**config.mk**
```make
export PLATFORM = sky130hd
export DESIGN_NAME = ra_ctrl
export DESIGN_NICKNAME = d
export VERILOG_FILES = /design/src/design/ra_pkg.sv /design/src/design/ra_ctrl.sv
export VERILOG_INCLUDE_DIRS = /design/src /design/src/design
export SDC_FILE = /design/constraint.sdc
export NUM_CORES = 1
export LEC_CHECK = 0
export BUFFER_PORTS_ARGS = -buffer_cell sky130_fd_sc_hd__buf_4
export CAP_MARGIN = 10
export CORE_MARGIN = 1.5
export CORE_UTILIZATION = 55
export CTS_BUF_LIST = sky130_fd_sc_hd__clkbuf_8
export DETAILED_ROUTE_END_ITERATION = 10
export HOLD_SLACK_MARGIN = 0.08
export PLACE_DENSITY = 0.79
export SYNTH_ARGS = -nofsm -noshare
export SYNTH_HDL_FRONTEND = slang
export SYNTH_SLANG_ARGS = --single-unit
```
**constraint.sdc**
```tcl
create_clock -name clk -period 2 [get_ports clk]
set_input_delay 0.2 -clock clk [delete_from_list [all_inputs] [get_ports clk]]
set_output_delay 0.2 -clock clk [all_outputs]
set_load 0.01 [all_outputs]
```
**src/design/rational_alu_with_reduction_top_assert.svh**
```systemverilog
// Assertion macros shared by the rational ALU modules
`ifndef RATIONAL_ALU_WITH_REDUCTION_TOP_ASSERT_SVH
`define RATIONAL_ALU_WITH_REDUCTION_TOP_ASSERT_SVH
// implication checked every cycle outside reset
`define RA_ASSERT_IMP(label, clk, rst, pre, post) \
  label: assert property (@(posedge clk) disable iff (rst) (pre) |-> (post)) \
    else $error("assertion failed");
// next-cycle implication checked outside reset
`define RA_ASSERT_NEXT(label, clk, rst, pre, post) \
  label: assert property (@(posedge clk) disable iff (rst) (pre) |=> (post)) \
    else $error("assertion failed");
`endif

```
**src/design/ra_pkg.sv**
```systemverilog
// Shared types and constants for the rational ALU
package ra_pkg;
  localparam logic [2:0] ACT_ADD = 3'd0;
  localparam logic [2:0] ACT_SUB = 3'd1;
  localparam logic [2:0] ACT_MUL = 3'd2;
  localparam logic [2:0] ACT_DIV = 3'd3;
  localparam logic [2:0] ACT_CMP = 3'd4;
  localparam int MAG_W = 33;
  localparam int CNT_W = 6;

  typedef struct packed {
    logic load;     // capture operands
    logic mul1;     // first products
    logic mul2;     // combine products
    logic gcd_init; // start Euclid
    logic mod_init; // start one remainder
    logic mod_step; // one bit of remainder
    logic mod_done; // x<=y, y<=r
    logic div_init; // start quotient divisions
    logic div_step; // one quotient bit
    logic finish;   // form result
  } ra_cmd_t;

  typedef struct packed {
    logic bad;    // error case
    logic is_cmp;
    logic y_zero;
  } ra_stat_t;
endpackage

```
**src/design/ra_ctrl.sv**
```systemverilog
// Sequencer for the rational ALU
module ra_ctrl (
  input  logic clk,
  input  logic rst,
  input  logic in_fire,
  input  logic out_busy,
  input  ra_pkg::ra_stat_t stat,
  output ra_pkg::ra_cmd_t cmd,
  output logic busy
);
  localparam logic [3:0] S_IDLE = 4'd0;
  localparam logic [3:0] S_MUL1 = 4'd1;
  localparam logic [3:0] S_MUL2 = 4'd2;
  localparam logic [3:0] S_GCD  = 4'd3;
  localparam logic [3:0] S_MOD  = 4'd4;
  localparam logic [3:0] S_MODD = 4'd5;
  localparam logic [3:0] S_DIVI = 4'd6;
  localparam logic [3:0] S_DIV  = 4'd7;
  localparam logic [3:0] S_FIN  = 4'd8;

  logic [3:0] state, state_next;
  logic [ra_pkg::CNT_W-1:0] cnt, cnt_next;

  always_comb begin
    state_next = state;
    cnt_next = cnt;
    cmd = '0;
    unique case (state)
      S_IDLE: if (in_fire) begin
        cmd.load = 1'b1;
        state_next = S_MUL1;
      end
      S_MUL1: begin
        cmd.mul1 = 1'b1;
        state_next = S_MUL2;
      end
      S_MUL2: begin
        cmd.mul2 = 1'b1;
        state_next = (stat.bad || stat.is_cmp) ? S_FIN : S_GCD;
      end
      S_GCD: begin
        cmd.gcd_init = 1'b1;
        state_next = S_MOD;
        cnt_next = '0;
      end
      S_MOD: begin
        if (stat.y_zero) begin
          state_next = S_DIVI;
        end else begin
          cmd.mod_init = 1'b1;
          state_next = S_MODD;
          cnt_next = '0;
        end
      end
      S_MODD: begin
        if (cnt == ra_pkg::CNT_W'(ra_pkg::MAG_W)) begin
          cmd.mod_done = 1'b1;
          state_next = S_MOD;
        end else begin
          cmd.mod_step = 1'b1;
          cnt_next = cnt + 1'b1;
        end
      end
      S_DIVI: begin
        cmd.div_init = 1'b1;
        cnt_next = '0;
        state_next = S_DIV;
      end
      S_DIV: begin
        if (cnt == ra_pkg::CNT_W'(ra_pkg::MAG_W)) begin
          state_next = S_FIN;
        end else begin
          cmd.div_step = 1'b1;
          cnt_next = cnt + 1'b1;
        end
      end
      S_FIN: if (!out_busy) begin
        cmd.finish = 1'b1;
        state_next = S_IDLE;
      end
      default: state_next = S_IDLE;
    endcase
  end

  always_ff @(posedge clk) begin
    if (rst) begin
      state <= S_IDLE;
      cnt <= '0;
    end else begin
      state <= state_next;
      cnt <= cnt_next;
    end
  end

  assign busy = (state != S_IDLE);

`include "rational_alu_with_reduction_top_assert.svh"
  `RA_ASSERT_IMP(a_load_idle, clk, rst, cmd.load, state == S_IDLE)
  `RA_ASSERT_NEXT(a_fin_idle, clk, rst, cmd.finish, state == S_IDLE)
  `RA_ASSERT_IMP(a_cnt_rng, clk, rst, state == S_MODD,
                 cnt <= ra_pkg::CNT_W'(ra_pkg::MAG_W))
endmodule

```
After elaboration in Yosys (flattened, before gate mapping)
Cells that the tools add are included.
- bits in registers: 10
- input bits: 7
- output and inout port bits: 11
- logic and storage cells: 50
- add/sub/neg operators: 1
- equality and inequality tests: 15
- multiplexer cells: 24
- reductions and logical operators: 8
- operators with widths (cell ; number):
    case mux 4 bit (9 select lines) ; 1
    two-way mux 4 bit ; 5
    case mux 6 bit (3 select lines) ; 1
    == test 4 x 3 -> 1 bit (second input constant) ; 4
    two-way mux 1 bit ; 13
    two-way mux 6 bit ; 2
    != test 2 bit (second input constant) ; 6
    == test 4 x 2 -> 1 bit (second input constant) ; 2
    adder 6 x 1 -> 6 bit (second input constant) ; 1
    == test 6 bit (second input constant) ; 1
    == test 4 x 1 -> 1 bit (second input constant) ; 1
    == test 4 bit (second input constant) ; 1
    logical NOT 4 bit ; 1
    two-way mux 2 bit ; 2
    AND reduction 4 bit ; 1
    nonzero test 4 bit ; 1
    OR reduction 2 bit ; 2
    AND reduction 3 bit ; 1
    nonzero test 3 bit ; 1
    logical OR 1 bit ; 1

Logic depth before layout (Yosys ltp)
- word-level depth: 4
- mapped depth: 6
- gate-level depth less buffers: 5

Worst setup path after synthesis
OpenSTA, ideal clock, no wires.
- path type: register to output
- from: register cnt[1] in the netlist's numbering
- to: output port cmd[4] in the netlist's numbering
- arrival: 1.310 ns
- data required time: 1.800 ns
- path slack: 0.490 ns
- stages on the path, launching flop included: 7
- path buffers: 1
- cell sequence: dfxtp_1 -> inv_1 -> ha_1 -> nand4bb_1 -> clkbuf_1 -> nor2_1 -> nor3_1
- RTL lines (item ; RTL line ; text):
    start, declared ; ra_ctrl.sv:22 ; logic [ra_pkg::CNT_W-1:0] cnt, cnt_next;
    start signal, assigned ; ra_ctrl.sv:91 ; cnt <= cnt_next;
    end, declared ; ra_ctrl.sv:8 ; output ra_pkg::ra_cmd_t cmd,

==> results.json <==
{
  "setup_violations": 0,
  "r2r_setup_slack_ns": 0.26,
  "syn_to_final_growth_pct": 17.7,
  "critPathTopFamily": "flip-flops",
  "clock-sinks": 10,
  "worst_setup_path_end_kind": "primary output",
  "final-max-slew-violation-count": 0,
  "num_io_pins": 18,
  "finalPower_mw": 0.610,
  "track_usage_pct": 24.7,
  "seq_area_frac_synth_pct": 24.7,
  "nets": 125,
  "cp.arrival_ns": 1.64,
  "whs_path_depth": 2,
  "syn_inst": 104,
  "ys_types": 36,
  "gp_congestion": 0.810,
  "remaining_drc_errors": 2,
  "cts_made_buffers": 3,
  "rr_startpoint": "state[2]$_SDFFE_PP0P_",
  "port_buffers": 17,
  "ys_seq_elements": 10,
  "dpl_cell_area_um2": 910,
  "grt_pass1_wl_mm": 3.44,
  "initial_utilization_pct": 60.9,
  "wl_mm": 2.03,
  "cp_max_fo": 18,
  "post_cts_buffers": 0,
  "grt_pass1_vias": 755,
  "top_usage_layer": "met2",
  "power.density_nw_per_um2": 638,
  "worstHoldPathType": "in -> reg",
  "slew_headroom_pct": 63.2,
  "final_util_pct": 71.7,
  "htree_levels": 1,
  "crit_cells": 3,
  "final_cell_area_um2": 956,
  "hpwl_mm": 1.42,
  "ys_top_cells_by_area": "dfxtp_1, o311ai_0, nor2_1",
  "root_buffer": "clkbuf_8",
  "max_freq_mhz": 544,
  "worst_slew_pin_slew_ns": 0.551,
  "critPathCapture": "cmd[0]",
  "use_met3_pct": 8.70,
  "coreArea_um2": 1330,
  "min_period_over_period_pct": 91.8,
  "first_pass_iters": 8,
  "fp.dieW_um": 41.4,
  "critical_path.cell_chain": "or4b_1 > nor2_1 > buf_4",
  "grt_use_met2_pct": 37.5,
  "crit_required_ns": 1.80,
  "worst_setup_path_start_kind": "flip-flop",
  "crit_type": "reg -> out",
  "detail_route.iter0.violations": 29,
  "cp_num_buf_inv": 1,
  "grt_max_degree": 20,
  "r2r-end": "cnt[1]$_SDFFE_PP0P_",
  "critPathSlowestCell": "dfxtp_1",
  "period_needed_ns": 1.84,
  "crit_start": "state[3]$_SDFFE_PP0P_",
  "synth_top_cell_by_area": "dfxtp_1",
  "avgSynthCellArea_um2": 7.81,
  "cts_max_path_buffers": 2,
  "synth_area_um2": 812,
  "path_clk_slew_ns": 0.05,
  "clock_latency_ns": 0.23,
  "n_antenna_cell": 0,
  "drive_gt1_share_pct": 20.2,
  "syn_nets": 113,
  "ant_nets": 0,
  "use_met1_pct": 33.8,
  "rows": 13,
  "slowest_delay_ns": 0.66,
  "drv_cap": 0,
  "via_count": 867,
  "die_height_um": 41.4,
  "finalSetupTns_ns": 0,
  "finalHoldViolations": 0,
  "rsz0062_at_grt": "no",
  "reg2reg_depth": 3,
  "p_leak_nw": 0.378,
  "dieArea_um2": 1720,
  "vdd_drop_max_mv": 0.598,
  "antenna_found_initial": 0,
  "yosys_warnings": 0,
  "outcome": "finished with violations",
  "wire_per_inst_um": 15.7,
  "gr-total-overflow": 0,
  "via_per_inst": 6.72,
  "worst_clock_skew_ns": 0.00114,
  "holdWs_ns": 0.222,
  "cts_tree": "yes",
  "violations": "DRC",
  "yosysTopAreaCellShare_pct": 24.7
}
state kept, by name, indices dropped and copies added (netlist names):
signal,cells
state,4
cnt,6
power breakdown:
group / switching, mW / internal [mW] / leakage (nW)
clock network: 0.0739 / 0.131 / 0.0216
logic: 0.0773 / 0.0827 / 0.275
registers: 0.0345 / 0.210 / 0.0810
total: 0.186 / 0.424 / 0.378
metal layers:
layer | vias to the layer above | routed length (µm)
met5 | - | 0
met2 | 25 | 956
met1 | 420 | 944
li1 | 420 | -
met4 | 0 | 7
met3 | 2 | 120
repair_timing:
| action | in CTS | in global routing |
|---|---|---|
| endpoints found under the setup margin | 0 | 1 |
| hold buffers | 0 | 0 |
| resized for setup | 0 | 1 |
synthesized netlist by cell type:
cell type and number:
clkbuf_1 6, nor2_1 9, a211oi_1 2, buf_2 3, and3_1 2, and3b_1 2
nor4_1 2, or2_2 1, o311ai_0 5, nand2b_1 5, o21ai_0 2, o32a_1 1
nor3b_1 2, nand3_1 4, nor3_1 6, and4bb_1 1, nand4b_1 1, nand3b_1 4
buf_6 1, nand4_1 1, ha_1 2, a21boi_0 3, a311oi_1 1, a21oi_1 1
inv_1 6, o21bai_1 1, or4b_1 3, and4_1 1, nand2_1 4, a31oi_1 1
buf_4 1, o211ai_1 4, a41o_1 3, nand4bb_1 1, dfxtp_1 10, a41oi_1 2
cells in the final DEF, fill, tap and decap left out, types with 2 or more instances in the layout:
cell type	count
a41o_1	3
inv_1	6
ha_1	2
a21boi_0	3
nand2b_1	5
o311ai_0	5
nor2_1	9
dfxtp_1	10
nor4_1	2
or4b_1	3
nand3b_1	4
and3b_1	2
clkbuf_8	3
o21ai_0	2
nor3b_1	2
a211oi_1	2
o211ai_1	4
buf_4	18
nor3_1	6
a41oi_1	2
nand3_1	4
and3_1	2
nand2_1	4
logic make-up after synthesis:
logic type | Yosys count | synth area share, %
flops | 10 | 24.7
simple gates | 49 | 37.1
buf+inv | 17 | 9.71
compound gates | 26 | 25.4
fa+ha+maj | 2 | 3.08
cell type report:
class                      count  area [µm²]
fill                         116         378
tap                           15        18.8
clock buffer                   3        41.3
sequential                    10         200
multi-input combinational     77         538
timing repair buffer          18         135
inverter                       6        22.5
worst reg2reg max path: cells and delay by family (launching register included):
kind / cells / cell delay [ns]
and+or+nand+nor: 3 / 1.02
DFF: 1 / 0.66
worst min path at each step:
stage                     from                  end
after floorplan            rst  cnt[3]$_SDFFE_PP0P_
after global placement     rst  cnt[4]$_SDFFE_PP0P_
after detailed placement   rst  cnt[4]$_SDFFE_PP0P_
after CTS                  rst  cnt[4]$_SDFFE_PP0P_
after global routing       rst  cnt[3]$_SDFFE_PP0P_
final                      rst  cnt[3]$_SDFFE_PP0P_
per-stage QoR:
| step | cells | setup WS (ns) |
|---|---|---|
| floorplan | 104 | 0.490 |
| global placement | 126 | 0.339 |
| detailed placement | 126 | 0.334 |
| CTS | 129 | 0.122 |
| global route | 129 | 0.0645 |
| finish | 129 | 0.163 |
Note: power is estimated with default switching activity, not from simulation.
